`src/hw/rtl/fpa_pkg.sv`:
```
// Shared types and constants of the fixed-point ALU.
package fpa_pkg;

    localparam int FRAC_BITS = 8;
    localparam int DATA_W    = 32;
    localparam int QUO_W     = DATA_W + FRAC_BITS;

    typedef enum logic [3:0] {
        OP_ADD   = 4'd0,
        OP_SUB   = 4'd1,
        OP_MUL   = 4'd2,
        OP_DIV   = 4'd3,
        OP_LT    = 4'd4,
        OP_LE    = 4'd5,
        OP_GT    = 4'd6,
        OP_GE    = 4'd7,
        OP_EQ    = 4'd8,
        OP_NE    = 4'd9,
        OP_MIN   = 4'd10,
        OP_MAX   = 4'd11,
        OP_INC   = 4'd12,
        OP_DEC   = 4'd13,
        OP_ABS   = 4'd14,
        OP_TOINT = 4'd15
    } fpa_op_t;

    typedef struct packed {
        logic              is_div;
        logic              neg_q;
        logic              dz;
        logic              cmp;
        logic [DATA_W-1:0] res;
        logic [DATA_W-1:0] dvs;
        logic [DATA_W-1:0] rem;
        logic [QUO_W-1:0]  num;
    } fpa_item_t;

endpackage

```
`src/hw/rtl/fpa_front.sv`:
```
// Front stage: decode, simple operations, multiply and divider set-up.
module fpa_front
    import fpa_pkg::*;
(
    input  logic                     clk,
    input  logic                     rst_n,
    input  logic                     en,
    input  logic                     in_valid,
    input  logic [3:0]               kind,
    input  logic signed [DATA_W-1:0] operand_a,
    input  logic signed [DATA_W-1:0] operand_b,
    output logic                     valid_reg,
    output fpa_item_t                item_reg
);

    fpa_item_t                     item_next;
    logic signed [2*DATA_W-1:0]    prod;
    logic signed [2*DATA_W-1:0]    prod_sh;
    logic [DATA_W-1:0]             a_mag;
    logic [DATA_W-1:0]             b_mag;
    logic                          lt;
    logic                          gt;
    logic                          eq;

    assign prod    = (2*DATA_W)'(operand_a) * (2*DATA_W)'(operand_b);
    assign prod_sh = prod >>> FRAC_BITS;
    assign a_mag   = operand_a[DATA_W-1] ? DATA_W'(-operand_a) : operand_a;
    assign b_mag   = operand_b[DATA_W-1] ? DATA_W'(-operand_b) : operand_b;
    assign lt      = operand_a < operand_b;
    assign gt      = operand_a > operand_b;
    assign eq      = operand_a == operand_b;

    always_comb
    begin
        item_next        = '0;
        item_next.dvs    = b_mag;
        item_next.num    = QUO_W'(a_mag) << FRAC_BITS;
        item_next.neg_q  = operand_a[DATA_W-1] ^ operand_b[DATA_W-1];
        case (fpa_op_t'(kind))
            OP_ADD:   item_next.res = operand_a + operand_b;
            OP_SUB:   item_next.res = operand_a - operand_b;
            OP_MUL:   item_next.res = prod_sh[DATA_W-1:0];
            OP_DIV:
            begin
                item_next.dz     = (operand_b == '0);
                item_next.is_div = (operand_b != '0);
            end
            OP_LT:    item_next.cmp = lt;
            OP_LE:    item_next.cmp = lt | eq;
            OP_GT:    item_next.cmp = gt;
            OP_GE:    item_next.cmp = gt | eq;
            OP_EQ:    item_next.cmp = eq;
            OP_NE:    item_next.cmp = !eq;
            OP_MIN:   item_next.res = lt ? operand_a : operand_b;
            OP_MAX:   item_next.res = gt ? operand_a : operand_b;
            OP_INC:   item_next.res = operand_a + DATA_W'(1);
            OP_DEC:   item_next.res = operand_a - DATA_W'(1);
            OP_ABS:   item_next.res = a_mag;
            OP_TOINT: item_next.res = operand_a >>> FRAC_BITS;
            default:  item_next.res = '0;
        endcase
    end

    always_ff @(posedge clk or negedge rst_n)
    begin
        if (!rst_n)
        begin
            valid_reg <= 1'b0;
        end
        else if (en)
        begin
            valid_reg <= in_valid;
        end
    end

    always_ff @(posedge clk)
    begin
        if (en)
        begin
            item_reg <= item_next;
        end
    end

endmodule

```
`config.mk`:
```
export PLATFORM = sky130hd
export DESIGN_NAME = fpa_front
export DESIGN_NICKNAME = d
export VERILOG_FILES = /design/src/hw/rtl/fpa_pkg.sv /design/src/hw/rtl/fpa_front.sv
export SDC_FILE = /design/constraint.sdc
export NUM_CORES = 2
export LEC_CHECK = 0
export ABC_AREA = 1
export BUFFER_PORTS_ARGS = -buffer_cell sky130_fd_sc_hd__buf_2
export CORE_ASPECT_RATIO = 2
export CORE_MARGIN = 2
export CORE_UTILIZATION = 42
export DETAILED_ROUTE_END_ITERATION = 7
export HOLD_SLACK_MARGIN = 0.08
export PLACE_DENSITY = 0.65
export SLEW_MARGIN = 20
export SYNTH_ARGS = -nofsm -noshare
export SYNTH_HDL_FRONTEND = slang
export SYNTH_SLANG_ARGS = --single-unit
```
`constraint.sdc`:
```
create_clock -name clk -period 2.01 [get_ports clk]
set_input_delay 0.3015 -clock clk [delete_from_list [all_inputs] [get_ports clk]]
set_output_delay 0.3015 -clock clk [all_outputs]
set_load 0.005 [all_outputs]
```
# Word level (Yosys, flattened, before mapping)
# Index checks and enable logic that the tools add are counted.
[totals] memories=0 inputBits=72 latch_bits=0 ramBits=0 out_inout_bits=141 register_bits=101 mem_bits_ro=0 word_cells=47
[classes] n_shift=0 div_mod_pow=0 reduce_logical=4 mul=1 magnitude_cmp=2 n_bitwise=3 n_mux=6 n_eq_ne=16 n_addsub=6
[op_table] operator="$pmux W32 S9" n=1
[op_table] operator="$mux W32" n=3
[op_table] operator="$neg A32 Y32" n=2
[op_table] operator="$mul A32 B32 Y40" n=1
[op_table] operator="$add A32 B2 Y32 const B" n=1
[op_table] operator="$add A32 B32 Y32" n=1
[op_table] operator="$eq A32 B32 Y1" n=1
[op_table] operator="$eq A4 B4 Y1 const B" n=8
[op_table] operator="$gt A32 B32 Y1" n=1
[op_table] operator="$logic_not A32 Y1" n=1
[op_table] operator="$lt A32 B32 Y1" n=1
[op_table] operator="$reduce_bool A32 Y1" n=1
[op_table] operator="$sub A32 B2 Y32 const B" n=1
[op_table] operator="$sub A32 B32 Y32" n=1
[op_table] operator="$mux W31" n=1
[op_table] operator="$eq A4 B3 Y1 const B" n=4
[op_table] operator="$eq A4 B2 Y1 const B" n=2
[op_table] operator="$pmux W1 S6" n=1
[op_table] operator="$eq A4 B1 Y1 const B" n=1
[op_table] operator="$logic_not A4 Y1" n=1
[op_table] operator="$or A1 B1 Y1" n=2
[op_table] operator="$logic_not A1 Y1" n=1
[op_table] operator="$xor A1 B1 Y1" n=1

# Logic depth before layout (Yosys ltp)
[logic_depth] ltp_word=3 ltp_mapped=34 mapped_depth_nobuf=32

# Least setup slack after synthesis
# Ideal clock, no wire load.
[synth_timing] path_type="input -> register" from="input operand_a[31]" to="register item_reg[133] in the netlist's numbering (data pin)" arrival_time_ns=6.533 stages=29 setup_time_ns=0.254 required_ns=1.756 slack_ns=-4.777 path_buffers=3 path_cell_list="buf_2 > clkbuf_1 > buf_1 > nand2_1 > fa_1 > fa_1 > inv_1 > fa_1 > inv_1 > fa_1 > inv_1 > fa_1 > fa_1 > fa_1 > inv_1 > fa_1 > inv_1 > ha_1 > nand2_1 > nor2_1 > nand2_1 > nor3_1 > nand4_1 > nand3_1 > nand2_1 > nand3_1 > o21ai_0 > nor2_1 > nand2_1"
[synth_rtl] item="start, declared" line_no="fpa_front.sv:10" source="input logic signed [DATA_W-1:0] operand_a,"
[synth_rtl] item="end signal, assigned" line_no="fpa_front.sv:80" source="item_reg <= item_next;"
[synth_rtl] item="end, declared" line_no="fpa_front.sv:13" source="output fpa_item_t item_reg"

==> impl_metrics.tcl <==
set metrics [dict create \
    dp_hpwl_mm 153 \
    clockBufferDepth 2 \
    nets 7215 \
    area_growth_pct 41.0 \
    yosys.cell_types.count 63 \
    place_ws_ns -5.53 \
    slew_violations 0 \
    coreArea_um2 86900 \
    grt_pass1_vias 41248 \
    drive_gt1_frac 0.314 \
    synth_area_um2 36900 \
    cp_top_family "adder cells" \
    status "complete, but fails checks" \
    synth-edff-count 100 \
    cp-start-kind "input port" \
    synth-seq-area-share 0.0821 \
    synth_top_area_cell "fa_1" \
    arrival_ns 6.73 \
    place.gp.congestion 1.05 \
    clock-sinks 101 \
    largest_register_ffs 100 \
    timing.slew.headroom 0.330 \
    crit_type "in2reg" \
    slowest_delay_ns 0.61 \
    synth_area_per_cell_um2 7.15 \
    synth_seq_cells 101 \
    routed_wl_mm 183 \
    postSynthCellCount 5159 \
    grt_first_pass_wirelength_mm 262 \
    cts_tree "yes" \
    path_buf_inv 6 \
    fmax_mhz 153 \
    dp.cells 7303 \
    hp-class "in2reg" \
    crit_slowest_cell "fa_2" \
    dr.pass1.iters 7 \
    cap_violations 0 \
    place_area_um2 47400 \
    clockRootBuffer "clkbuf_16" \
    violations "negative setup slack" \
    drtIter0Drc 2410 \
    multi_input_area_um2 30500 \
    grt_usage 0.414 \
    finish.utilization 0.599 \
    drc_errors 0 \
    ys.flop_type "edfxtp_1" \
    finalSetupViolations 68 \
    fp-row-count 153 \
    synthArstFlopShare 0.00990 \
    grt_setup_unrepaired "true" \
    layout.area.seq_um2 3030 \
    die_w_um 214 \
    grt_max_degree 57 \
    post-route-period-util 3.24 \
    crit_top_cell "fa_1" \
    fillers 8151 \
    design_area_um2 52000 \
    initial_core_util 0.425 \
    ios 213 \
    finalWorstSetupSlack_ns -4.51 \
    fin_cells 7431 \
    die-height_um 423 \
    numCtsBuffers 9 \
    port_buffers 172 \
    tightest_slew_ns 0.995 \
    hold_viol 0 \
    critPathMaxFanout 15 \
    fin_worst_skew_ns 0 \
    grt.overflow.total 0 \
    clk_pin_slew_ns 0.09 \
    layout_min_cycle_time_ns 6.52 \
    ant_nets 0 \
    die-area_um2 90400 \
    wl_per_cell_um 24.7 \
    synth_top_area_frac 0.349 \
    cp.required_ns 2.22 \
    yosys-top-cells-area "fa_1 35%, nand2_1 14%, inv_1 14%" \
    synth_warnings 0 \
    vias 38367 \
    endpoint_kind "flip-flop" \
    cts_max_level 3 \
    antenna_found_initial 7 \
    viasPerCell 5.16 \
    clock_latency_ns 0.44 \
]
==> what timing repair did <==
item / 4_1_cts / 5_1_grt
hold endpoints to repair: 1 / 0
resized for setup: 571 / 359
setup buffers: 78 / 36
cloned: 6 / 0
hold buffers: 1 / 0
setup endpoints to repair: 90 / 82
pin swaps: 268 / 198
==> synthesized netlist by cell type, types with 26 or more instances <==
| library cell | n |
|---|---|
| nand2_1 | 1422 |
| inv_1 | 1351 |
| fa_1 | 644 |
| nor2_1 | 284 |
| ha_1 | 239 |
| nand3_1 | 197 |
| o21ai_0 | 148 |
| a21oi_1 | 138 |
| clkbuf_1 | 125 |
| edfxtp_1 | 100 |
| buf_1 | 68 |
| xor2_1 | 53 |
| buf_4 | 41 |
| nand4_1 | 37 |
| nor3_1 | 31 |
| nand3b_1 | 27 |
| buf_2 | 26 |
==> metrics by stage <==
step / hold slack, ns / setup TNS [ns]
detailed placement: 0.0848 / -223.92
global placement: 0.0761 / -223.58
CTS: 0.0835 / -142.59
floorplan: 0.00591 / -126.35
global route: 0.0980 / -152.92
finish: 0.102 / -145.41
==> cell families after synthesis <==
kind of cell | count (synthesis) | synth area share
flip-flops | 101 | 0.0821
AND/OR/NAND/NOR | 2056 | 0.229
adder cells (fa/ha/maj) | 883 | 0.430
buffers and inverters | 1628 | 0.173
AO/OA/AOI/OAI | 421 | 0.0686
XOR/XNOR | 68 | 0.0161
multiplexers | 1 | 0.000305
other | 1 | 0.000102
==> layer usage <==
layer,vias up,part of all wire,global-route usage
met2,1491,0.50,0.719
met1,18834,0.32,0.393
li1,17290,-,-
met3,748,0.056,0.0771
met4,4,0.13,0.428
met5,-,0.00011,0
==> cell type report <==
| class | count | share of cell area |
|---|---|---|
| inverter | 1359 | 0.0994 |
| clock buffer | 10 | 0.00459 |
| timing repair buffer | 1320 | 0.222 |
| sequential | 101 | 0.0582 |
| antenna | 4 | 0.000192 |
| tap | 1162 | 0.0279 |
| multi-input combinational | 3469 | 0.587 |
| clock inverter | 6 | 0.00101 |
==> cell usage in the layout, fill, tap and decap left out, drive strengths merged, types with 40 or more instances in the layout <==
cell	netlist	final
o21ai	153	153
nor2	295	295
conb	1	40
nand3	199	199
nand2	1437	1437
ha	239	239
inv	1356	1356
xor2	53	53
a21oi	141	141
fa	644	644
edfxtp	100	100
buf	144	1315
==> path summary, 6_finish.rpt <==
| path | slack, ns | startpoint | end | depth (start not counted) |
|---|---|---|---|---|
| setup / recovery | -4.51 | operand_a[10] | item_reg[133]$_DFFE_PP_ | 26 |
| hold reg to reg | 0.54 | valid_reg$_DFFE_PN0P_ | valid_reg$_DFFE_PN0P_ | 1 |
| setup reg to reg | 1.24 | valid_reg$_DFFE_PN0P_ | valid_reg$_DFFE_PN0P_ | 1 |
| max in group asynchronous | 1.76 | rst_n | valid_reg$_DFFE_PN0P_ | 2 |
| min in group asynchronous | 0.16 | rst_n | valid_reg$_DFFE_PN0P_ | 2 |
| hold / removal | 0.10 | in_valid | valid_reg$_DFFE_PN0P_ | 2 |
Power is left out: the tool's default activity adds up to more than one toggle a clock period on the data nets, which glitch-free logic cannot reach.
