--- src/hw/rtl/fpa_pkg.sv ---
// Shared types and constants of the fixed-point ALU.
package fpa_pkg;

    localparam int FRAC_BITS = 8;
    localparam int DATA_W    = 32;
    localparam int QUO_W     = DATA_W + FRAC_BITS;

    typedef enum logic [3:0] {
        OP_ADD   = 4'd0,
        OP_SUB   = 4'd1,
        OP_MUL   = 4'd2,
        OP_DIV   = 4'd3,
        OP_LT    = 4'd4,
        OP_LE    = 4'd5,
        OP_GT    = 4'd6,
        OP_GE    = 4'd7,
        OP_EQ    = 4'd8,
        OP_NE    = 4'd9,
        OP_MIN   = 4'd10,
        OP_MAX   = 4'd11,
        OP_INC   = 4'd12,
        OP_DEC   = 4'd13,
        OP_ABS   = 4'd14,
        OP_TOINT = 4'd15
    } fpa_op_t;

    typedef struct packed {
        logic              is_div;
        logic              neg_q;
        logic              dz;
        logic              cmp;
        logic [DATA_W-1:0] res;
        logic [DATA_W-1:0] dvs;
        logic [DATA_W-1:0] rem;
        logic [QUO_W-1:0]  num;
    } fpa_item_t;

endpackage

--- src/hw/rtl/fpa_div_step.sv ---
// One restoring division step as a pipeline stage.
module fpa_div_step
    import fpa_pkg::*;
(
    input  logic      clk,
    input  logic      rst_n,
    input  logic      en,
    input  logic      in_valid,
    input  fpa_item_t in_item,
    output logic      valid_reg,
    output fpa_item_t item_reg
);

    fpa_item_t         item_next;
    logic [DATA_W:0]   trial;

    assign trial = {in_item.rem, in_item.num[QUO_W-1]} - {1'b0, in_item.dvs};

    always_comb
    begin
        item_next     = in_item;
        item_next.num = {in_item.num[QUO_W-2:0], !trial[DATA_W]};
        item_next.rem = trial[DATA_W] ? {in_item.rem[DATA_W-2:0], in_item.num[QUO_W-1]}
                                      : trial[DATA_W-1:0];
    end

    always_ff @(posedge clk or negedge rst_n)
    begin
        if (!rst_n)
        begin
            valid_reg <= 1'b0;
        end
        else if (en)
        begin
            valid_reg <= in_valid;
        end
    end

    always_ff @(posedge clk)
    begin
        if (en)
        begin
            item_reg <= item_next;
        end
    end

endmodule

--- config.mk ---
export PLATFORM = sky130hd
export DESIGN_NAME = fpa_div_step
export DESIGN_NICKNAME = d
export VERILOG_FILES = /design/src/hw/rtl/fpa_pkg.sv /design/src/hw/rtl/fpa_div_step.sv
export SDC_FILE = /design/constraint.sdc
export NUM_CORES = 1
export LEC_CHECK = 0
export BUFFER_PORTS_ARGS = -buffer_cell sky130_fd_sc_hd__clkbuf_2
export CAP_MARGIN = 10
export CELL_PAD_IN_SITES_DETAIL_PLACEMENT = 1
export CELL_PAD_IN_SITES_GLOBAL_PLACEMENT = 2
export CORE_MARGIN = 10
export CORE_UTILIZATION = 27
export CTS_CLUSTER_SIZE = 40
export DETAILED_ROUTE_END_ITERATION = 7
export GPL_ROUTABILITY_DRIVEN = 0
export PLACE_DENSITY = 0.88
export SLEW_MARGIN = 25
export SYNTH_ARGS = -nofsm -noshare
export SYNTH_HDL_FRONTEND = slang
export SYNTH_SLANG_ARGS = --single-unit
--- constraint.sdc ---
create_clock -name clk -period 0.8 [get_ports clk]
set_input_delay 0.08 -clock clk [delete_from_list [all_inputs] [get_ports clk]]
set_output_delay 0.08 -clock clk [all_outputs]
set_load 0.01 [all_outputs]
# Word level (Yosys, flattened, before mapping)
# Index checks and enable logic that the tools add are counted.
# classes
addsub,1
mux,1
reduce_logical,1
# ops
op,n
subtractor 33 x 32 -> 33 bit,1
2-to-1 mux 32 bit,1
zero test 1 bit,1
# word_totals
regBits,141
inputBits,144
out_inout_bits,141
wordCells,12

# Logic depth before layout (Yosys ltp)
# Gate-level depths: netlist (run 1).
# depth
depth_word,2
ltp_mapped,13
ltp_nobuf,12

# Worst setup path after synthesis (run 1)
# No wires, ideal clock.
# synth_timing
kind,input -> register
from,input port in_item[88] (netlist name)
to,"register item_reg[43] (netlist name), data pin"
setup_ns,0.260
arrival_time_ns,2.335
required_time_ns,0.540
slack_ns,-1.796
cell_stages,12
path_buffers,2
path_cell_list,inv_1 ha_1 buf_6 a21oi_4 o211ai_1 a221o_1 a211o_1 o21a_1 o211ai_4 inv_2 buf_6 mux2_4
# synth_lines
element,line,text
"start, declared",fpa_div_step.sv:9,"input fpa_item_t in_item,"
"end signal, assigned",fpa_div_step.sv:43,item_reg <= item_next;
"end, declared",fpa_div_step.sv:11,output fpa_item_t item_reg

==> results.md, run 1 <==
* Final setup TNS at -78.39 ns
* Syn_area_per_cell at 13.3 µm²
* Crit path required time at 0.97 ns
* Layout cells sized above 1 at 0.492
* Max reg flops at 140
* Gate Count Post-Synth at 502
* IO Count at 285
* Worst-Skew Late Latency at 0.42 ns
* Hold_buf cts at 117
* Distinct cells, synth at 51
* LEAKAGE at 0.00548 µW
* Port bufs at 284
* Vias in the first global route at 7267
* DP Wirelength at 19800 µm
* WS Path Type: input port to flop
* Post-DR wirelength/cell at 19.7 µm
* Fmax at 0.433 GHz
* Final hold vios at 1
* TritonRoute pass-1 iters at 4
* Comb power frac at 0.254
* Die ar. at 31500 µm²
* Row count at 57
* Setup violators final at 174
* Share of the synthesized area in the top cell type at 0.628
* Clock power share at 0.364
* DIE HEIGHT at 177 µm
* Final nets at 1245
* Initial Utilization at 0.274
* Crit-path max FO at 8
* Hold Crit Class: input port to flop
* Crit. End Element: flop
* Hold WS at -0.0141 ns
* CP bufs+invs at 4
* Yosys reg bits at 141
* Worst Clk Skew at 0 ns
* Synth Warn # at 0
* Slowest stage cell on the critical path: a221o_1
* Num CTS Buffers at 17
* Post-synth top flop: edfxtp_1
* Post-synth EDFFs at 140
* Drc violations at 0
* H-tree Lvls at 4
* DR iter-0 viols at 297
* Rel. slew slack at 0.704
* Internal at 17300 µW
* Mapped Area at 6690 µm²
* Initial antenna violation count at 1
* Worst IR Drop VDD at 1420 µV
* Synth top area cells: edfxtp_1 63%, ha_1 6.0%, mux2_4 4.0%
* Critical path's top delay family: compound AO/OA/AOI/OAI gates
* Gr ovfl total at 0
* Largest net degree at the start of global routing at 60
* GR Util All Layers at 0.171
* Global-route wire length before repair at 41600 µm
* Clk slew on worst S/H paths at 0.07 ns
* RSZ-0062 raised after global routing: true
* Fin crit share at 2.88
* Synth area leader: edfxtp_1
* Post-DRT Antenna Nets at 0
* Asr flop ratio synth at 0.00709
* Worst setup margin at -1.51 ns
* Switching Fraction at 0.286
* Fillers at 2706
* Min Tclk post-route at 2.31 ns
* Sequential power share at 0.382
* Root Driver: clkbuf_16
* WL final at 27700 µm
* Vias at 6356
* CTS tree: done
* Core area at 24400 µm²
* Clock sink count at 141
* P_sw at 6900 µW
* Die width at 177 µm
* Worst path max stage delay at 0.37 ns
* Failing checks: negative hold slack, negative setup slack
* Worst slew pin tran at 0.439 ns
* Most used cell along the critical path: o211ai_1
* Layout area overhead at 77.3%
* CP Cell Sequence: clkbuf_16 -> inv_12 -> ha_4 -> a21oi_4 -> o211ai_1 -> a221o_1 -> a211o_1 -> o211ai_1 -> o211ai_4 -> inv_4 -> buf_12 -> mux2_4
* Max Slew Vio Count at 0
* Post-synth net total at 679
* Register area share after synthesis at 0.632
* Worst setup SP type: input port
* Power per cell area at 2040 nW/µm²
* Clock Tree Buf Depth at 2
* Max cap viols at 0
* Status: complete, but fails checks
* Vias/cell at 4.52
* Arrival @ worst endpoint at 2.48 ns
* Final Util at 0.487
[cells in the final DEF (no fill, tap or decap), types with 5 or more instances in the layout]
cell,count
a21o_1,15
a21oi_1,28
a21oi_2,6
and3_1,6
buf_12,8
buf_2,13
buf_4,151
buf_6,9
clkbuf_16,18
clkbuf_2,261
dlygate4sd3_1,117
edfxtp_1,140
ha_1,25
ha_4,7
inv_1,37
inv_6,6
mux2_4,18
nand2_1,43
nand3_1,9
nand4_1,7
nor2_1,15
nor2b_1,5
o211ai_1,8
o21a_1,6
o21ai_0,18
o21ai_1,5
o21bai_1,5
xnor2_1,14
xor2_1,10
[logic make-up (layout without fill, tap and decap cells)]
kind of cell             after synthesis  count (layout)  share of synthesized area
other                                  0               1                          0
buffers and inverters                 57             636                     0.0355
AO/OA/AOI/OAI                        120             120                      0.119
AND/OR/NAND/NOR                      108             108                     0.0774
XOR/XNOR                              24              24                     0.0314
adder cells (fa/ha/maj)               33              33                     0.0628
multiplexers                          19              19                     0.0421
flip-flops                           141             141                      0.632
[repair_timing]
action	in CTS	in global routing
pin swaps	21	17
gates cloned	1	0
gates resized for setup	34	43
setup buffers	10	4
endpoints found under the hold margin	120	3
setup endpoints to repair	174	174
[final cells by class]
| class | count | area (µm²) | share of cell area |
|---|---|---|---|
| Antenna cell | 1 | 2.50 | 0.000211 |
| Clock buffer | 17 | 425 | 0.0358 |
| Clock inverter | 15 | 218 | 0.0183 |
| Inverter | 42 | 173 | 0.0145 |
| Multi-Input combinational cell | 304 | 2420 | 0.204 |
| Sequential cell | 141 | 4230 | 0.356 |
| Tap cell | 324 | 405 | 0.0342 |
| Timing Repair Buffer | 562 | 3990 | 0.336 |
[synth_stat cells, types with 2 or more instances]
master       n
xnor2_1     14
buf_6        3
nand2_1     44
o21bai_1     5
a21oi_1     34
o31ai_1      5
edfxtp_1   140
and2_1       3
nor2_1      16
o21a_1       6
nor2b_1      5
ha_1        32
nand2b_1     5
nand4_1      7
nor3_1       4
inv_1       41
a21boi_0     2
o211ai_1     8
and4_1       2
o21ai_0     24
xor2_1      10
o41ai_1      2
a211oi_1     4
a31oi_1      2
and3_1       6
clkbuf_1    11
o2111ai_1    2
mux2_4      18
a21o_1      15
nand3_1     11
[final timing paths]
kind	from	slack (ns)	end	cells past startpoint
worst min-delay path	in_item[49]	-0.01	item_reg[50]$_DFFE_PP_	2
worst max register to register	valid_reg$_DFFE_PN0P_	0.06	valid_reg$_DFFE_PN0P_	1
worst min register to register	valid_reg$_DFFE_PN0P_	0.52	valid_reg$_DFFE_PN0P_	1
max in group asynchronous	rst_n	0.19	valid_reg$_DFFE_PN0P_	3
min in group asynchronous	rst_n	0.51	valid_reg$_DFFE_PN0P_	3
worst max-delay path	in_item[88]	-1.51	item_reg[68]$_DFFE_PP_	12
[metrics by stage]
stage	hold slack, ns	std cells	setup slack (ns)	power [µW]	instance area (µm²)
detailed placement	-0.144	1243	-2.04	14500	9700
finish	-0.0141	1406	-1.51	24200	11900
CTS	-0.0322	1402	-1.48	24200	11800
global route	-0.0255	1406	-1.57	25200	11900
floorplan	-0.216	502	-1.68	11700	6790
global placement	-0.145	1243	-1.96	14400	9700
[power by group through the flow]
| stage | registers (µW) | logic, µW | clock network (µW) |
|---|---|---|---|
| finish | 9240 | 6130 | 8800 |
| CTS | 9210 | 6010 | 8950 |
| global placement | 9330 | 5040 | 0 |
| detailed placement | 9370 | 5170 | 0 |
| global route | 9310 | 6630 | 9290 |
| floorplan | 9750 | 1970 | 0 |
[layer usage]
metal | up-vias | GRT usage | routed length, µm
li1 | 3013 | - | -
met1 | 3106 | 0.178 | 10300
met2 | 196 | 0.317 | 14800
met3 | 41 | 0.0531 | 2010
met4 | 0 | 0.0650 | 641
met5 | - | 0 | 0
Note: power is estimated with default switching activity, not from simulation.
==> run 2: changes to the inputs <==
==> constraint.sdc (replaced) <==
create_clock -name clk -period 0.8 [get_ports clk]
set_input_delay 0.08 -clock clk [delete_from_list [all_inputs] [get_ports clk]]
set_output_delay 0.08 -clock clk [all_outputs]
set_load 0.005 [all_outputs]
==> run 2 against run 1 <==
Compared with the run above: the run still ends with negative hold slack, negative setup slack left; setup slack worse by 0.0070 ns; global-route usage unchanged; final cell count unchanged; non-clock buffer count unchanged; via count up 0.36%; cell area down 0.32%; register-to-register slack about the same; die area unchanged; hold slack better by 0.00058 ns; core utilization down 0.15 points; critical path type unchanged; critical endpoint unchanged; highest routed layer unchanged.
==> results.md, run 2 (synthesized netlist as in run 1, its figures left out) <==
* Comb power frac at 0.244 (was 0.254)
* Post-DR wirelength/cell at 19.6 µm (was 19.7 µm)
* Final nets at 1245 (unchanged)
* Crit. End Element: flop (unchanged)
* Commonest cells after routing, fill and taps aside: 271 x clkbuf_2, 151 x buf_4, 140 x edfxtp_1 (was 261 x clkbuf_2, 151 x buf_4, 140 x edfxtp_1)
* RR Endpoint: valid_reg$_DFFE_PN0P_ (unchanged)
* CTS tree: done (unchanged)
* Most used cell along the critical path: o211ai_1 (unchanged)
* Vias/cell at 4.54 (was 4.52)
* Row count at 57 (unchanged)
* Initial antenna violation count at 1 (unchanged)
* Worst path max stage delay at 0.37 ns (about the same)
* Drc violations at 0 (unchanged)
* DIE HEIGHT at 177 µm (unchanged)
* Hold depth at 2 (unchanged)
* Core area at 24400 µm² (unchanged)
* GR Util All Layers at 0.171 (unchanged)
* Slowest stage cell on the critical path: a221o_1 (unchanged)
* LEAKAGE at 0.00547 µW (was 0.00548 µW)
* Layout cells sized above 1 at 0.492 (unchanged)
* Hold WS at -0.0135 ns (was -0.0141 ns)
* Port bufs at 284 (unchanged)
* Max cap viols at 0 (unchanged)
* Fillers at 2714 (was 2706)
* Initial Utilization at 0.274 (unchanged)
* Multi-input combinational cell area at 2420 µm² (unchanged)
* Fmax at 0.432 GHz (was 0.433 GHz)
* Min Tclk post-route at 2.31 ns (about the same)
* Internal at 17200 µW (was 17300 µW)
* TritonRoute pass-1 iters at 4 (unchanged)
* CP Cell Sequence: clkbuf_16 -> inv_12 -> ha_4 -> a21oi_4 -> o211ai_1 -> a221o_1 -> a211o_1 -> o211ai_1 -> o211ai_4 -> inv_4 -> buf_12 -> mux2_4 (unchanged)
* Register area at 4230 µm² (unchanged)
* Post-Place Cells at 1243 (unchanged)
* Worst setup SP type: input port (unchanged)
* Clock sink count at 141 (unchanged)
* Gr ovfl total at 0 (unchanged)
* P_sw at 6610 µW (was 6900 µW)
* Hold_buf cts at 117 (unchanged)
* Post-DRT Antenna Nets at 0 (unchanged)
* Critical path's top delay family: compound AO/OA/AOI/OAI gates (unchanged)
* Worst slew pin tran at 0.445 ns (was 0.439 ns)
* H-tree Lvls at 4 (unchanged)
* Arrival @ worst endpoint at 2.49 ns (was 2.48 ns)
* Failing checks: negative hold slack, negative setup slack (unchanged)
* Worst setup margin at -1.51 ns (about the same)
* Setup violators final at 174 (unchanged)
* Power per cell area at 2010 nW/µm² (was 2040 nW/µm²)
* Layout area overhead at 76.7% (was 77.3%)
* Worst Clk Skew at 0 ns (unchanged)
* Switching Fraction at 0.278 (was 0.286)
* WL final at 27600 µm (was 27700 µm)
* Clock Tree Buf Depth at 2 (unchanged)
* Crit-path max FO at 8 (unchanged)
* Commonest non-fill, non-tap cell in the layout: clkbuf_2 (unchanged)
* FF-to-FF Start: valid_reg$_DFFE_PN0P_ (unchanged)
* Hold Path Sink: item_reg[50]$_DFFE_PP_ (unchanged)
* Logic depth of the worst path, buffers included at 12 (unchanged)
* Max reg flops at 140 (unchanged)
* Crit path required time at 0.97 ns (about the same)
* Die ar. at 31500 µm² (unchanged)
* Worst-Skew Late Latency at 0.42 ns (about the same)
* Clk slew on worst S/H paths at 0.07 ns (about the same)
* Sequential power share at 0.387 (was 0.382)
* CP bufs+invs at 4 (unchanged)
* Root Driver: clkbuf_16 (unchanged)
* WS Path Type: input port to flop (unchanged)
* Global-route wire length before repair at 41600 µm (unchanged)
* Hold path start: in_item[49] (unchanged)
* Fin cells at 1406 (unchanged)
* Status: complete, but fails checks (unchanged)
* Hold Crit Class: input port to flop (unchanged)
* FF-to-FF path depth at 1 (unchanged)
* Final hold vios at 1 (unchanged)
* Num CTS Buffers at 17 (unchanged)
* IO Count at 285 (unchanged)
* DP Wirelength at 19800 µm (unchanged)
* Worst IR Drop VDD at 1420 µV (about the same)
* Vias in the first global route at 7267 (unchanged)
* R2R setup slack at 0.06 ns (about the same)
* Fin crit share at 2.89 (was 2.88)
* Largest net degree at the start of global routing at 60 (unchanged)
* DR iter-0 viols at 259 (was 297)
* Setup Slack @ Placement at -2.04 ns (unchanged)
* RSZ-0062 raised after global routing: true (unchanged)
* Max Slew Vio Count at 0 (unchanged)
* Clock power share at 0.369 (was 0.364)
* Rel. slew slack at 0.701 (was 0.704)
* Vias at 6379 (was 6356)
* Die width at 177 µm (unchanged)
-- run 2: worst max path at each step --
stage	start	end	slack, ns
final	in_item[88]	item_reg[68]$_DFFE_PP_	-1.51
after global routing	in_item[88]	item_reg[68]$_DFFE_PP_	-1.57
after CTS	in_item[88]	item_reg[59]$_DFFE_PP_	-1.48
after detailed placement	in_item[39]	item_reg[65]$_DFFE_PP_	-2.04
after global placement	in_item[39]	item_reg[65]$_DFFE_PP_	-1.96
after floorplan	in_item[88]	item_reg[43]$_DFFE_PP_	-1.68
-- run 2: timing repair --
item                                   in CTS  in global routing
pin swaps                                  21                 17
resized for setup                          34                 21
gates cloned                                1                  0
buffers inserted                           10                  4
endpoints found under the hold margin     120                  3
setup endpoints to repair                 174                174
-- run 2: per-stage QoR --
stage	instance area [µm²]	utilization	power (µW)	TNS, ns
after global routing	11800	0.485	24900	-85.17
after CTS	11800	0.483	23900	-75.40
after global placement	9700	0.398	14100	-65.86
after detailed placement	9700	0.398	14300	-70.12
final	11800	0.485	23800	-76.57
after floorplan	6790	-	11400	-52.54
-- run 2: layout make-up --
class                   instances  area share
clock buffers                  17      0.0360
repair buffers                562       0.334
inverters                      42      0.0146
multi-input cells             304       0.205
well taps                     324      0.0343
diodes                          1    0.000212
clock inverters                15      0.0184
flip-flops and latches        141       0.357
-- run 2: power by group through the flow --
stage,sequential (µW),combinational (µW),clock [µW]
after CTS,9210,5740,8950
final,9230,5800,8790
after global placement,9330,4760,0
after global routing,9290,6300,9290
after floorplan,9450,1970,0
after detailed placement,9370,4900,0
-- run 2: layer usage --
metal / global-route usage / wire length [µm]
met5: 0 / 0
met4: 0.0650 / 655
met3: 0.0531 / 2100
met2: 0.317 / 14700
met1: 0.178 / 10200
==> run 3: changes to the inputs <==
==> constraint.sdc (replaced) <==
create_clock -name clk -period 0.8 [get_ports clk]
set_input_delay 0.12 -clock clk [delete_from_list [all_inputs] [get_ports clk]]
set_output_delay 0.12 -clock clk [all_outputs]
set_load 0.005 [all_outputs]
==> run 3 against run 2 <==
Compared with the run above: the run ends with negative setup slack left; combinational power increased by 4.0%; routed wire length rose by 2.2%; sequential share of layout area is 0.33 points lower; setup slack lost 0.042 ns; die area unchanged; sequential cell count is the same; sequential power about the same; non-clock buffer count rose by 2; hold slack gained 0.015 ns; first-iteration DRC count is 8.5% lower; critical endpoint is now item_reg[50]$_DFFE_PP_; cell area is 0.93% higher.
==> results.md, run 3 (synthesized netlist as in run 1, its figures left out) <==
* Status: complete, but fails checks (unchanged)
* Failing checks: negative setup slack (was negative hold slack, negative setup slack)
* Fillers at 2687 (was 2714)
* DR iter-0 viols at 237 (was 259)
* Fin crit share at 2.95 (was 2.89)
* Fmax at 0.424 GHz (was 0.432 GHz)
* Vias in the first global route at 7245 (was 7267)
* Final Util at 0.490 (was 0.485)
* Setup violators final at 175 (was 174)
* Initial Utilization at 0.274 (unchanged)
* Worst setup margin at -1.56 ns (was -1.51 ns)
* Vias at 6352 (was 6379)
* Final setup TNS at -84.38 ns (was -76.57 ns)
* RR Endpoint: valid_reg$_DFFE_PN0P_ (unchanged)
* Clk slew on worst S/H paths at 0.07 ns (about the same)
* Port bufs at 284 (unchanged)
* Worst slew pin tran at 0.361 ns (was 0.445 ns)
* IO Count at 285 (unchanged)
* Largest net degree at the start of global routing at 60 (unchanged)
* Worst Clk Skew at 0 ns (unchanged)
* Max Slew Vio Count at 0 (unchanged)
* Hold WS at 0.00159 ns (was -0.0135 ns)
* Drc violations at 0 (unchanged)
* Arrival @ worst endpoint at 2.53 ns (was 2.49 ns)
* Power per cell area at 2020 nW/µm² (was 2010 nW/µm²)
* Row count at 57 (unchanged)
* Post-DR wirelength/cell at 20.1 µm (was 19.6 µm)
* Hold depth at 2 (unchanged)
* Commonest cells after routing, fill and taps aside: 277 x clkbuf_2, 151 x buf_4, 140 x edfxtp_1 (was 271 x clkbuf_2, 151 x buf_4, 140 x edfxtp_1)
* Multi-input combinational cell area at 2510 µm² (was 2420 µm²)
* Register area at 4230 µm² (unchanged)
* Worst IR Drop VDD at 1150 µV (was 1420 µV)
* Commonest non-fill, non-tap cell in the layout: clkbuf_2 (unchanged)
* GR Util All Layers at 0.173 (was 0.171)
* Die width at 177 µm (unchanged)
* Layout cells sized above 1 at 0.499 (was 0.492)
* Num CTS Buffers at 17 (unchanged)
* DP Wirelength at 19800 µm (about the same)
* Core area at 24400 µm² (unchanged)
* Crit-path max FO at 8 (unchanged)
* WS Path Type: input port to flop (unchanged)
* Clock sink count at 141 (unchanged)
* FF-to-FF Start: valid_reg$_DFFE_PN0P_ (unchanged)
* Total power at 24100 µW (was 23800 µW)
* Worst setup SP type: input port (unchanged)
* Root Driver: clkbuf_16 (unchanged)
* Hold path start: in_item[61] (was in_item[49])
* Hold Crit Class: input port to flop (unchanged)
* Crit path required time at 0.98 ns (was 0.97 ns)
* Gr ovfl total at 0 (unchanged)
* Max cap viols at 0 (unchanged)
* Post-DRT Antenna Nets at 0 (unchanged)
* Rel. slew slack at 0.757 (was 0.701)
* LEAKAGE at 0.00550 µW (was 0.00547 µW)
* WL final at 28200 µm (was 27600 µm)
* Crit. End Element: flop (unchanged)
* RSZ-0062 raised after global routing: true (unchanged)
* CTS tree: done (unchanged)
* Max reg flops at 140 (unchanged)
* Worst-Skew Late Latency at 0.44 ns (was 0.42 ns)
* Vias/cell at 4.51 (was 4.54)
* Min Tclk post-route at 2.36 ns (was 2.31 ns)
* Initial antenna violation count at 0 (was 1)
* TritonRoute pass-1 iters at 7 (was 4)
* R2R setup slack at -0.01 ns (was 0.06 ns)
* FF-to-FF path depth at 1 (unchanged)
* DIE HEIGHT at 177 µm (unchanged)
* Antenna Cells at 0 (was 1)
* H-tree Lvls at 4 (unchanged)
* Global-route wire length before repair at 41700 µm (was 41600 µm)
* Final hold vios at 0 (was 1)
* Layout area overhead at 78.4% (was 76.7%)
* Final nets at 1247 (was 1245)
* Clock Tree Buf Depth at 2 (unchanged)
* Die ar. at 31500 µm² (unchanged)
* Hold Path Sink: item_reg[62]$_DFFE_PP_ (was item_reg[50]$_DFFE_PP_)
## run 3: changes by cell type in the layout (fill, tap and decap cells not counted), moves of 3 or more
| cell | delta |
|---|---|
| clkbuf_2 | +6 |
| nand2_1 | -4 |
| buf_6 | +4 |
| nand2_2 | +3 |
| buf_2 | -6 |
## run 3: where the power goes
part | internal, µW | switching, µW
sequential | 9000 | 240
combinational | 3220 | 2810
clock | 5090 | 3750
total | 17300 | 6800
## run 3: worst max-delay path by stage
stage	end	slack [ns]	cells past startpoint	start
after CTS	item_reg[44]$_DFFE_PP_	-1.46	12	in_item[88]
after global placement	item_reg[65]$_DFFE_PP_	-2.00	13	in_item[39]
after detailed placement	item_reg[65]$_DFFE_PP_	-2.07	13	in_item[39]
after global routing	item_reg[61]$_DFFE_PP_	-1.59	12	in_item[88]
after floorplan	item_reg[43]$_DFFE_PP_	-1.72	12	in_item[88]
final	item_reg[50]$_DFFE_PP_	-1.56	12	in_item[88]
## run 3: metal layers
layer / track usage / wire length, µm / vias up
li1: - / - / 3024
met1: 0.181 / 10600 / 3075
met2: 0.321 / 15100 / 212
met3: 0.0474 / 1840 / 41
met4: 0.0688 / 633 / 0
met5: 0 / 0 / -
## run 3: layout make-up
type,count,share of cell area
sequential,141,0.354
clock buffer,17,0.0356
timing repair buffer,564,0.334
multi-input combinational,304,0.210
inverter,42,0.0147
clock inverter,15,0.0182
tap,324,0.0339
## run 3: critical path, stage by stage
cell and delay, ns:
clkbuf_16 0.14, inv_12 0.04, ha_4 0.21, a21oi_4 0.13, o211ai_1 0.13, a221o_1 0.37
a211o_1 0.27, o21a_1 0.24, o211ai_4 0.26, clkinv_4 0.15, buf_12 0.18, mux2_4 0.30
## run 3: metrics by stage
stage               setup WS, ns  std cells  instance area [µm²]
CTS                        -1.46       1400                11800
finish                     -1.56       1407                11900
global placement           -2.00       1243                 9700
detailed placement         -2.07       1243                 9700
floorplan                  -1.72        502                 6790
global route               -1.59       1407                11900
## run 3: timing repair
item / 4_1_cts / 5_1_grt
pin swaps: 13 / 16
resized for setup: 31 / 36
gates cloned: 2 / 0
setup buffers: 7 / 7
endpoints found under the hold margin: 116 / 0
hold buffers: 116 / 0
setup endpoints to repair: 174 / 175
