File: src/hw/rtl/fpa_pkg.sv
// Shared types and constants of the fixed-point ALU.
package fpa_pkg;

    localparam int FRAC_BITS = 8;
    localparam int DATA_W    = 32;
    localparam int QUO_W     = DATA_W + FRAC_BITS;

    typedef enum logic [3:0] {
        OP_ADD   = 4'd0,
        OP_SUB   = 4'd1,
        OP_MUL   = 4'd2,
        OP_DIV   = 4'd3,
        OP_LT    = 4'd4,
        OP_LE    = 4'd5,
        OP_GT    = 4'd6,
        OP_GE    = 4'd7,
        OP_EQ    = 4'd8,
        OP_NE    = 4'd9,
        OP_MIN   = 4'd10,
        OP_MAX   = 4'd11,
        OP_INC   = 4'd12,
        OP_DEC   = 4'd13,
        OP_ABS   = 4'd14,
        OP_TOINT = 4'd15
    } fpa_op_t;

    typedef struct packed {
        logic              is_div;
        logic              neg_q;
        logic              dz;
        logic              cmp;
        logic [DATA_W-1:0] res;
        logic [DATA_W-1:0] dvs;
        logic [DATA_W-1:0] rem;
        logic [QUO_W-1:0]  num;
    } fpa_item_t;

endpackage

File: src/hw/rtl/fpa_back.sv
// Output stage: quotient sign fix-up and result register.
module fpa_back
    import fpa_pkg::*;
(
    input  logic              clk,
    input  logic              rst_n,
    input  logic              en,
    input  logic              in_valid,
    input  fpa_item_t         in_item,
    output logic              valid_reg,
    output logic [DATA_W-1:0] res_reg,
    output logic              cmp_reg,
    output logic              dz_reg
);

    logic [DATA_W-1:0] quo;
    logic [DATA_W-1:0] res_next;

    assign quo      = in_item.num[DATA_W-1:0];
    assign res_next = !in_item.is_div ? in_item.res : (in_item.neg_q ? -quo : quo);

    always_ff @(posedge clk or negedge rst_n)
    begin
        if (!rst_n)
        begin
            valid_reg <= 1'b0;
        end
        else if (en)
        begin
            valid_reg <= in_valid;
        end
    end

    always_ff @(posedge clk)
    begin
        if (en)
        begin
            res_reg <= res_next;
            cmp_reg <= in_item.cmp;
            dz_reg  <= in_item.dz;
        end
    end

endmodule

File: config.mk
export PLATFORM = sky130hd
export DESIGN_NAME = fpa_back
export DESIGN_NICKNAME = d
export VERILOG_FILES = /design/src/hw/rtl/fpa_pkg.sv /design/src/hw/rtl/fpa_back.sv
export SDC_FILE = /design/constraint.sdc
export NUM_CORES = 1
export LEC_CHECK = 0
export BUFFER_PORTS_ARGS = -buffer_cell sky130_fd_sc_hd__buf_2
export CAP_MARGIN = 20
export CELL_PAD_IN_SITES_DETAIL_PLACEMENT = 0
export CELL_PAD_IN_SITES_GLOBAL_PLACEMENT = 2
export CORE_ASPECT_RATIO = 2
export CORE_UTILIZATION = 23
export CTS_BUF_LIST = sky130_fd_sc_hd__clkbuf_4 sky130_fd_sc_hd__clkbuf_8
export CTS_CLUSTER_DIAMETER = 100
export CTS_CLUSTER_SIZE = 8
export DETAILED_ROUTE_END_ITERATION = 16
export PLACE_DENSITY_LB_ADDON = 0.1
export SLEW_MARGIN = 20
export SYNTH_ARGS = -nofsm -noshare
export SYNTH_HDL_FRONTEND = slang
export SYNTH_SLANG_ARGS = --single-unit
File: constraint.sdc
create_clock -name clk -period 1.2 [get_ports clk]
set_input_delay 0.18 -clock clk [delete_from_list [all_inputs] [get_ports clk]]
set_output_delay 0.18 -clock clk [all_outputs]
set_load 0.1 [all_outputs]
---- After elaboration in Yosys (flattened, before gate mapping) ----
Cells that the tools add are included.
storage, ports and cells
  register bits after elaboration ......... 35
  bits of input ports ..................... 144
  output and inout port bits .............. 35
operators by class
  add/subtract/negate cells ............... 1
  mux-type cells .......................... 2
operators with widths
  operator      number
  $mux W32      2
  $neg A32 Y32  1

---- Logic depth before layout (Yosys ltp) ----
Gate-level depths: netlist (run 1).
  depth after elaboration ................. 3
  mapped depth ............................ 7
  depth with buffers taken out ............ 7

---- Worst setup path after synthesis (run 1) ----
OpenSTA, ideal clock, no wires.
  path type ............................... input to register
  start point ............................. input port in_item[0] in the netlist's numbering
  end point ............................... register res_reg[22], data pin
  setup time .............................. 0.258 ns
  arrival time ............................ 1.377 ns
  data required time ...................... 0.942 ns
  slack ................................... -0.435 ns
  stages .................................. 7
  buffers on the path ..................... 0
  path through ............................ inv_1 ha_1 nor3b_1 nand4_2 o41ai_2 xor2_1 a21oi_1
on the way
  word-level cells in the longest chain between the ends .. 3
RTL lines
  what                    RTL line        text
  from (decl)             fpa_back.sv:9   input fpa_item_t in_item,
  $neg A32 Y32            fpa_back.sv:20  assign res_next = !in_item.is_div ? in_item.res : (in_item.neg_q ? -quo : quo);
  $mux W32 (2 in a row)   fpa_back.sv:20
  named net res_next[22]  fpa_back.sv:17  logic [DATA_W-1:0] res_next;
  to (signal assigned)    fpa_back.sv:38  res_reg <= res_next;
  to (decl)               fpa_back.sv:11  output logic [DATA_W-1:0] res_reg,
The timed path passes the listed nets, and every way through them passes these cells.
A chain may end at the register's enable or synchronous reset.

---- Worst setup path after layout (run 1) ----
  start point ............................. input port in_item[11] in the netlist's numbering
  end point ............................... register res_reg[28], data pin
Same word-level chain as after synthesis.

==> results by stage, run 1 <==
Outcome:
- The flow ran to the end, but the final reports show violations.
- The final reports fail on setup timing.

Placement:
- Counting tap cells, the placed design contains a total of 457 instances.
- The total cell area at the placement stage is 3827 µm².
- The weighted congestion reported at the end of routability-driven placement is 0.7311.
- The HPWL after detailed placement is 5.595 mm.
- In this run the tool buffered the top-level ports with 106 buffer cells.

Route:
- The via total after detailed routing is 2,208.
- The number of remaining DRC errors is 0.
- Dividing the detail-routed via count by the number of cells gives 4.629.
- The post-detailed-route wirelength per cell is 15.07 µm.
- The detail route stage leaves a number of antenna-violating nets equal to 0.
- The pre-antenna-repair detailed-routing pass consisted of 4 iterations.
- The violation count after the first detailed-routing iteration is 65.
- The total length of routed wires is 7.190 mm.

Die:
- The floorplan die area is 10,100 µm².
- The floorplan step set the die height to 141.1 µm.
- The number of core rows is 50.
- The core region is 9384 µm².
- The initial utilization of the core area, before any placement, comes to 23.72%.
- Pin placement for this block handled 179 I/O pins.
- The die is 71.56 µm wide.

Timing:
- The worst path setup slack after routing is -0.3215 ns.
- For the pin with the worst max-slew slack, the measured transition is 0.3229 ns.
- Measured against its own limit, the worst slew margin works out to 78.24%.
- Timing would allow up to 657.2 MHz.
- The count of final max-slew check failures is 0.
- The hold slack is 0.06868 ns.
- Dividing the final minimum period by the clock period gives 126.8%.
- Setup repair after global routing could not meet its margin everywhere.
- The final-report hold violation count is 0.
- The shortest period the worst path allows is 1.522 ns.
- The number of failing setup endpoints in the final timing report is 24.
- The worst clock skew is 0 ns.

Clock network:
- TritonCTS built the clock tree.
- No sink is reached through more buffers than the 2 on the longest clock path.
- The H-tree generated during clock tree synthesis spans 2 levels.
- Counting the buffers created by CTS gives 5.
- The CTS sink count is 35.
- The clock root buffer is clkbuf_8.
- Clock-pin slew was measured on the worst setup and hold paths at 0.07 ns.
- The clock latency on the worst-skew pair is 0.28 ns.

Worst setup path:
- The launch point of the worst reg-to-reg path is valid_reg.
- Together, buffers and inverters on the worst path number 3.
- The largest individual stage delay along the critical path comes from the cell o31ai_2.
- The worst setup path is launched from an input port.
- The peak per-stage delay on the critical path is 0.28 ns.
- On the critical path the largest part of the delay comes from simple AND/OR/NAND/NOR gates.
- The minimum setup slack among reg-to-reg paths is 0.41 ns.
- The data arrival time of the worst path is 1.56 ns.
- Counting cells, the worst reg-to-reg path comes to 1.
- The end of the worst register-to-register path is valid_reg.
- The category of the worst setup path capture point is a register.
- The maximum fanout along the worst path is 7.
- The critical path is of the in2reg type.
- Walking the worst path, the cells encountered are buf_8, nor4_4, buf_4, buf_6, nand4_4, o31ai_2, xor2_1, a21oi_1.
- The required arrival time at the worst endpoint is 1.24 ns.

Pwr:
- The design draws 0.004733 W.
- Combinational cells account for 45.2% of the total power.
- In this run switching power makes up 38.99% of total power.
- The share of power burned in the clock network is 21.0%.
- The highest ir drop seen on vdd is 0.5602 mV.
- The net switching power of the design is 0.001845 W.
- The share of total power in sequential cells is 33.7%.
- In this run the static leakage power is 1.846 nW.
- For this design the ratio of total power to cell area is 1073 nW/µm².
- The internal power component is 0.002887 W.

Layout:
- The end-of-flow core utilization is 47.01%.
- The register with the most flip-flops in the layout has 32 of them.
- The finished cells cover 4412 µm².
- The final antenna diode count is 0.
- From synthesis to final layout, the design area changed by 98.20%.
- The final cell count without fillers is 477.
- At the end of the flow, the number of nets in the layout was 517.
- The fraction of layout cells with a size suffix above 1 is 61.13%.

Synth:
- Of all cell types, the one taking the most synthesized area is edfxtp_1.
- The synthesized area divided by synthesized cell count is 10.86 µm².
- The Yosys step of the flow raised 0 warnings.
- After synthesis, flip-flops and latches occupy 46.99% of the total area.
- The flip-flop and latch count after synthesis is 35.
- The cell area after synthesis is 2226 µm².
- The most used flip-flop cell after synthesis is edfxtp_1.
- Counting flops with an async set or reset pin after synthesis yields a share of 2.857%.
- Ranked by total cell area, the synthesized netlist is headed by edfxtp_1, xor2_1, a21oi_1, nor2_1, o41ai_2.
- The net count of the mapped netlist is 350.
- The synthesized instance count is 205.
- Yosys mapped a number of flops with a built-in enable equal to 34.
- The number of different library cells in the post-synthesis netlist is 40.
- By count the netlist is led by edfxtp_1, nor2_1, a21oi_1.
- The top cell type by area accounts for 45.87% of the synthesized area.

Hold path:
- The worst hold path terminates at cmp_reg.
- In this run the worst hold path is classified as in2reg.
- Along the worst hold path, the cell count comes to 1.
- The launch instance of the worst min-delay path is in_item[136].

Global routing:
- The number of global-route vias before repair is 2,269.
- The leftover overflow at the end of global routing is 0.
- The number of antenna violations at the first check in global routing was 0.
- The first global-routing pass estimated 11.19 mm of wire.
- The pin count of the biggest net entering global routing is 33.
- The global router's overall resource usage is 14.58%.

Job:
- Across the run, the number of max-cap violations was 0.
## worst max path at each step
stage	from	to	slack (ns)	cells after the start
floorplan	in_item[7]	res_reg[22]	-0.37	5
global placement	in_item[3]	res_reg[31]	-0.71	6
detailed placement	in_item[3]	res_reg[31]	-0.71	6
CTS	in_item[11]	res_reg[31]	-0.31	7
global route	in_item[11]	res_reg[22]	-0.40	8
finish	in_item[11]	res_reg[28]	-0.32	8
## what timing repair did
action | in CTS | in global routing
buffers inserted | 7 | 5
pin swaps | 23 | 27
hold endpoints to repair | 1 | 0
resized for setup | 50 | 26
hold buffers | 1 | 0
endpoints found under the setup margin | 25 | 28
## layout make-up
| cell class | count | area (µm²) |
|---|---|---|
| fill | 900 | 4972 |
| timing repair buffer | 170 | 1710 |
| multi-input combinational | 156 | 1400 |
| sequential | 35 | 1047 |
| tap | 104 | 130.1 |
| clock buffer | 8 | 103.9 |
| inverter | 4 | 20.02 |
## through the flow
stage | setup WS [ns] | setup TNS, ns
6_report | -0.3215 | -4.848
4_1_cts | -0.3085 | -4.790
3_5_place_dp | -0.7066 | -16.00
5_1_grt | -0.4012 | -6.605
2_1_floorplan | -0.3662 | -6.647
3_3_place_gp | -0.7067 | -16.00
## power groups by stage
stage / logic, W / clock network [W] / registers (W)
floorplan: 0.000278 / 0 / 0.00243
global placement: 0.00203 / 0 / 0.00163
detailed placement: 0.00204 / 0 / 0.00162
CTS: 0.00212 / 0.00105 / 0.00160
global route: 0.00224 / 0.00108 / 0.00161
finish: 0.00214 / 0.000994 / 0.00160
## kinds of logic (layout without fill, tap and decap cells)
family                   Yosys count  in the layout  share of synthesized area (%)
AO/OA/AOI/OAI                     58             58                          18.89
XOR/XNOR                          29             29                          11.41
adder cells (fa/ha/maj)            1              1                         0.5620
buffers and inverters             14            182                          3.822
flip-flops                        35             35                          46.99
multiplexers                       3              3                          1.461
AND/OR/NAND/NOR                   65             65                          16.86
## metal layers
metal	vias to the layer above	routed length [µm]	global-route usage, %
li1	1099	-	-
met1	1026	2585	16.00
met2	77	4110	26.92
met3	6	385	3.360
met4	0	109	4.954
met5	-	0	0
## cell usage in the layout (no fill, tap or decap), types with 2 or more instances in the layout
cell	synthesis	final
edfxtp_1	34	34
buf_2	0	60
o41ai_2	6	3
o31ai_1	6	2
inv_1	4	2
inv_4	0	2
buf_4	0	48
nand2b_1	2	2
o21ai_2	0	6
nand2_8	0	2
or2_2	2	2
o21ai_0	2	2
nand2_1	6	2
nand4_4	0	3
nor2_1	34	32
nand2_2	1	3
mux2_2	2	2
xor2_1	28	27
nor4_4	2	4
a21oi_1	30	30
nand4_1	2	2
o41ai_4	0	4
nor2_4	0	2
o31ai_4	0	7
buf_6	1	19
buf_8	0	3
o31ai_2	5	2
buf_12	0	39
clkbuf_8	2	7
Note: power is estimated with default switching activity, not from simulation.
==> run 2, diff against run 1 <==
- BUFFER_PORTS_ARGS: -buffer_cell sky130_fd_sc_hd__buf_2 -> unset
- CORE_UTILIZATION: 23 -> 38
- DONT_BUFFER_PORTS: unset -> 1
==> run 2 against run 1 <==
  * The flow finishes with violations (hold timing, setup timing)
  * Sequential share of layout area up 9.8 points
  * Non-clock buffer count decreased by 115
  * Worst hold slack lost 0.082 ns
==> results by stage, run 2 (synthesis results as in run 1) <==
Outcome:
- The flow ran to the end, but the final reports show violations.
- The checks that failed: hold timing, setup timing.

Clock network:
- The clock latency on the worst-skew pair is 0.30 ns.
- TritonCTS built the clock tree.
- The maximum level of the CTS H-tree is 2.
- The CTS sink count is 35.
- The number of hold buffers added after cts is 3.
- The clock root buffer is clkbuf_8.
- The number of buffers added by the clock tree synthesis step is 5.
- The clock input transition at the sequential cells of the worst setup and hold paths is 0.08 ns.
- The number of buffers on the longest clock path is 2.

Layout:
- In the final layout, the share of cells above drive strength 1 is 41.47%.
- Counting the fill cells in the layout gives 510.
- The number of flip-flops in the largest register is 32.
- The top cell types in the final layout, fill and taps aside, are buf_4, edfxtp_1, nor2_1.
- Registers take 1047 µm².
- At the end of the flow, the number of nets in the layout was 402.
- The library cell used most frequently in the layout, excluding fill and tap cells, is buf_4.
- The area overhead of the layout relative to synthesis is 40.13%.
- The repair_antennas step left the layout with diodes totalling 0.
- After routing the design area is 3119 µm².
- Measured on the finished design, the core utilization comes to 55.11%.
- The multi-input combinational cells in the finished layout cover a total of 1308 µm².

Global routing:
- The number of global-route vias before repair is 1,853.
- Global routing used 19.09% of the available tracks.
- Entering global routing, the biggest net connects 66 pins.
- The number of antenna violations at the first check in global routing came to 0.
- The first global-routing pass estimated 8.866 mm of wire.
- The leftover overflow at the end of global routing is 0.

Placement:
- The HPWL after detailed placement is 4.356 mm.
- Buffers placed on the I/O ports in this run total 0.
- The weighted congestion reported at the end of routability-driven placement is 0.8050.
- Timing analysis after detailed placement gives a worst setup slack of -0.5341 ns.
- Summing all placed instances gives a cell area of 2763 µm².

Die:
- The region available for standard cell placement spans 5660 µm².
- The width of the die is 56.12 µm.
- The die covers 6186 µm².
- The initial utilization of the core area, before any placement, comes to 39.32%.
- The number of core rows is 39.
- In this run the vertical extent of the chip is 110.2 µm.
- The number of placed I/O pins is 179.

Timing:
- The shortest period the worst path allows is 1.365 ns.
- The final critical path takes up 113.7% of the cycle.
- The headroom to the max-slew limit is 70.21%.
- The final-report hold violation count came to 21.
- Across all hold checks on the routed design, the worst slack comes to -0.01336 ns.
- Setup repair after global routing could not meet its margin everywhere.
- The worst clock skew is 0 ns.
- The number of failing setup endpoints in the final timing report is 20.
- The count of final max-slew check failures is 0.
- For the final routed database, the setup TNS stands at -1.658 ns.
- In the post-route analysis, the smallest setup slack over all paths is -0.1646 ns.
- The maximum frequency from static timing analysis is 732.8 MHz.
- At the pin with the least slew margin, the transition time is 0.4427 ns.

Route:
- The number of remaining DRC errors is 0.
- The mean number of vias per cell is 5.627.
- In the final routed layout, each cell accounts on average for 18.62 µm.
- The total length of routed wires is 5.939 mm.
- The number of nets with antenna violations after detailed routing is 0.
- The via total after detailed routing is 1,795.
- The detailed router finished its first iteration with 75 violations.
- The first detailed-routing pass took 6 iterations.

Job:
- The tool flagged a number of max-cap violations equal to 0.

Worst setup path:
- The worst setup path is captured at a register.
- The worst setup path category is in2reg.
- The required arrival time at the worst endpoint is 1.26 ns.
- Along the worst path, the maximum fanout reaches 7.
- For the worst setup path, the data arrival time is 1.42 ns.
- STA classifies the critical path startpoint as an input port.

Pwr:
- The leakage power figure is 1.181 nW.
- In this run the power density over the cells is 1320 nW/µm².
- The highest ir drop seen on vdd is 1.044 mV.

Hold path:
- The min-delay analysis places its worst path in the category in2reg.
-- run 2: critical path, cell delays in order --
cell	delay, ns
nor4_4	0.28
buf_6	0.17
nand4_2	0.11
buf_6	0.17
o41ai_4	0.24
xor2_1	0.19
a21oi_1	0.08
-- run 2: stage by stage --
stage / power (W) / std cells
3_5_place_dp: 0.003015 / 304
2_1_floorplan: 0.002710 / 205
4_1_cts: 0.004134 / 317
6_report: 0.004116 / 319
5_1_grt: 0.004260 / 319
3_3_place_gp: 0.003006 / 304
-- run 2: routing by layer --
layer / GRT usage (%) / share of wire, %
met1: 15.77 / 30
met2: 38.35 / 61
met3: 7.001 / 7.5
met4: 9.233 / 2.0
met5: 0 / 0
-- run 2: power by group --
part	internal, W	total (W)	leakage, nW	switching (W)
Sequential	0.00149	0.00154	0.345	0.0000526
Clock	0.000618	0.00109	0.0581	0.000473
Combinational	0.000416	0.00148	0.779	0.00106
Total	0.00253	0.00412	1.18	0.00159
-- run 2: path summary, 6_finish.rpt --
check                      slack, ns       start     endpoint  depth (start not counted)
min in group asynchronous       0.08       rst_n    valid_reg                          1
hold reg to reg                 0.56   valid_reg    valid_reg                          1
setup reg to reg                0.40   valid_reg    valid_reg                          1
setup / recovery               -0.16  in_item[4]  res_reg[22]                          7
hold / removal                 -0.01          en   res_reg[9]                          0
max in group asynchronous       1.01       rst_n    valid_reg                          1
-- run 2: what timing repair did --
item / 4_1_cts / 5_1_grt
resized for setup: 21 / 13
setup buffers: 2 / 2
pin swaps: 18 / 22
setup endpoints to repair: 22 / 22
endpoints found under the hold margin: 37 / 34
-- run 2: cell type report --
type | instances | area share [%]
clock inverters | 3 | 1.404
repair buffers | 55 | 17.97
clock buffers | 5 | 2.206
inverters | 4 | 0.4813
multi-input cells | 156 | 41.92
well taps | 61 | 2.447
flip-flops and latches | 35 | 33.57
==> run 3, diff against run 2 <==
- ABC_AREA: unset -> 1
- CORE_MARGIN: unset -> 1.5
- CORE_UTILIZATION: 38 -> 35
==> run 3 against run 2 <==
  * The run ends with hold timing left
  * Count of clock-buffer cells in the layout grew 1
  * Final area up 8.1%
  * Wire length increased by 28%
  * Utilization shrank 4.6 points
  * Via count is 28% higher
  * First-iteration DRC count rose by 45%
  * Area after synthesis is 9.1% higher
  * Combinational power grew 13%
  * Worst hold slack improved by 0.0013 ns
  * Clock power fell by 19%
  * Critical path type is now reg2out
  * Largest cell class unchanged
==> results by stage, run 3 <==
Route:
- The total length of routed wires is 7.576 mm.
- In the routed design, unresolved DRC markers number 0.
- Dividing the detail-routed wire length by the instance count gives 15.98 µm.
- The iteration count of the initial detailed-routing pass is 4.
- The mean number of vias per cell is 4.838.
- The detailed router finished its first iteration with 109 violations.
- Summing over every cut layer, the via total after detailed routing is 2,293.
- Once detail routing completed, the nets flagged for antenna violations numbered 0.

Clock network:
- The clock drives 35 sinks.
- TritonCTS built the clock tree.
- The post-CTS setup buffer count is 0.
- In this run, post-CTS hold repair placed 3 buffers.
- TritonCTS created 5 clock buffers.
- The clock passes through at most 2 buffers.
- Clock-pin slew was measured on the worst setup and hold paths at 0.08 ns.
- The clock latency on the worst-skew pair is 0.29 ns.
- The tree is rooted in a clkbuf_8.
- The H-tree was split into 2 levels.

Timing:
- The final-report hold violation count is 8.
- The worst path needs 1.115 ns of the cycle, external delays included.
- The worst clock skew is 0 ns.
- The maximum frequency from static timing analysis is 897.1 MHz.
- Setup repair after global routing left no endpoint under its margin.
- The worst path setup slack after routing is 0.08529 ns.
- For the pin with the worst max-slew slack, the measured transition is 0.2924 ns.
- In this run the tightest slew margin relative to its limit is 80.38%.
- The count of final max-slew check failures was 0.
- The hold slack is -0.01202 ns.
- Setup violations remaining at the end of the flow were counted as 0.
- In the finished design, the share of the clock period the worst path needs comes to 92.89%.

Worst setup path:
- At the worst endpoint, the arrival time is 0.93 ns.
- The maximum fanout along the worst path is 1.
- The cell type group with the largest total delay on the critical path is flip-flops.
- The critical path goes through buf_12.
- The required arrival time at the worst endpoint is 1.02 ns.
- The critical path is of the reg2out type.
- Counting both buffers and inverters, the worst setup path holds a total of 1.
- The worst-path cell with the longest stage delay is edfxtp_1.
- The peak per-stage delay on the critical path is 0.44 ns.
- The worst setup path is captured at an output pin.
- The category of the worst setup path launch point is a register.

Die:
- From left edge to right edge, the die measures 61.89 µm.
- 179 I/O pins were placed.
- The starting utilization of the core area is 36.37%.
- The number of core rows is 42.
- The floorplan step defined a core boundary enclosing 6674 µm².
- The die covers 7474 µm².
- The die extent in y is 120.8 µm.

Synth:
- By count the netlist is led by nand2_1, edfxtp_1, nand3_1, nor2_1, inv_1.
- Counting every net in the synthesized netlist gives 473.
- Yosys instantiated no cell more often than nand2_1.
- After synthesis, the cell types taking the most area are edfxtp_1, nand2_1, nand3_1, nor2_1, inv_1.
- A synthesized cell averages 7.400 µm².
- The most used flip-flop cell after synthesis is edfxtp_1.
- The Yosys step of the flow raised 0 warnings.
- The share of async-settable or async-resettable flops after synthesis is 2.857%.
- The synthesized instance count is 328.
- The flip-flop and latch count after synthesis is 35.
- Yosys mapped the design onto 31 distinct sky130hd cell types.
- The cell type with the largest total area after synthesis is edfxtp_1.
- The fraction of synthesized cell area taken by the top area cell type is 42.06%.
- The cell area after synthesis is 2427 µm².
- The number of enable-type register cells in the synthesized netlist is 34.
- The share of the yosys chip area belonging to registers is 43.09%.

Layout:
- Relative to the synthesized area, the layout overhead comes to 38.97%.
- Leaving out fill and tap cells, the most frequent cell in the layout is nand2_1.
- At the end of the flow the core is filled with cells to 50.54%.
- The register area is 1047 µm².
- Excluding fillers, the count of instances in the completed layout stands at 474.
- The final antenna diode count is 0.
- The number of flip-flops in the largest register is 32.
- For this run, the post-layout net count is 530.
- The fraction of layout cells with a size suffix above 1 is 23.83%.
- The final design area excluding fillers is 3373 µm².
- Fill cells in the final layout number 703.
- The multi-input logic area is 1239 µm².
- In the layout the commonest cells are nand2_1, nor2_1, edfxtp_1.

Global routing:
- Global routing used 42.04% of the available met2 tracks.
- Global routing consumed, on the met3 layer, 5.668% of the routing resources.
- The global router's overall resource usage is 22.10%.
- The met1 demand-to-capacity share in global routing is 21.23%.
- The number of antenna violations at the first check in global routing is 0.
- The number of global-route vias before repair is 2,425.
- The wire length of the first global-routing pass is 11.79 mm.
- The most crowded layer after global routing is met2.
- The leftover overflow at the end of global routing is 0.
- The pin count of the biggest net entering global routing is 36.

Placement:
- The worst-case setup slack after placement is -0.2134 ns.
- The number of input and output port buffers inserted is 0.
- Summing all placed instances gives a cell area of 3249 µm².
- The HPWL after detailed placement is 6.052 mm.
- At the end of routability-driven placement, the weighted congestion stood at 0.8345.
- The total placed cells including tap cells is 463.

Pwr:
- The total power density per cell area is 1220 nW/µm².
- The part of the total power dissipated in combinational logic is 40.5%.
- For this design the static power due to leakage is 1.485 nW.
- Net switching is 40.61% of the power.
- The net switching power of the design is 0.001672 W.
- In this run, the clock network consumes 21.4% of the power.
- The highest ir drop seen on vdd is 0.6731 mV.
- Internal power comes to 0.002445 W.
- The share of total power in sequential cells is 38.1%.

Outcome:
- The run finished, with violations left.
- The checks that failed: hold timing.

Hold path:
- The path class of the tightest hold or removal check is in2reg.

Job:
- The max-cap check violation count is 0.
run 3: through the flow:
step	setup TNS (ns)	total power, W
after detailed placement	-3.370	0.003267
after global placement	-3.224	0.003251
after floorplan	-0.06299	0.002737
after global routing	0	0.004297
final	0	0.004117
after CTS	0	0.004173
run 3: layout make-up:
cell class	instances	area share, %
repair buffers	60	22.48
clock inverters	2	0.3709
inverters	30	3.858
flip-flops and latches	35	31.05
well taps	88	3.264
multi-input cells	253	36.72
clock buffers	6	2.263
run 3: kinds of logic after synthesis:
kind of cell    Yosys count  synth area share (%)
flops                    35                 43.09
simple gates            213                 38.76
mux                       1                0.4639
xor+xnor                 10                 3.608
compound gates           28                 6.650
fa+ha+maj                 1                0.5154
buf+inv                  40                 6.907
run 3: final timing paths:
| path | start | endpoint | slack [ns] | depth (start not counted) |
|---|---|---|---|---|
| max | res_reg[31] | res_reg[31] | 0.09 | 1 |
| min | en | res_reg[31] | -0.01 | 0 |
| max reg2reg | valid_reg | valid_reg | 0.39 | 1 |
| min reg2reg | valid_reg | valid_reg | 0.58 | 1 |
| max in group asynchronous | rst_n | valid_reg | 0.99 | 1 |
| min in group asynchronous | rst_n | valid_reg | 0.09 | 1 |
run 3: routing by layer:
| layer | routed length (µm) | up-vias | part of all wire [%] |
|---|---|---|---|
| li1 | - | 1182 | - |
| met5 | 0 | - | 0 |
| met1 | 2471 | 1037 | 33 |
| met3 | 496 | 7 | 6.5 |
| met2 | 4450 | 67 | 59 |
| met4 | 157 | 0 | 2.1 |
run 3: timing repair:
item                                    CTS  global route
endpoints found under the setup margin    0             3
endpoints found under the hold margin    37            34
gates resized for setup                   0             1
run 3: power groups by stage:
stage / logic (W) / clock network, W / registers, W
floorplan: 0.000331 / 0 / 0.00241
global placement: 0.00166 / 0 / 0.00159
detailed placement: 0.00167 / 0 / 0.00160
CTS: 0.00168 / 0.000922 / 0.00157
global route: 0.00175 / 0.000963 / 0.00158
finish: 0.00167 / 0.000882 / 0.00157
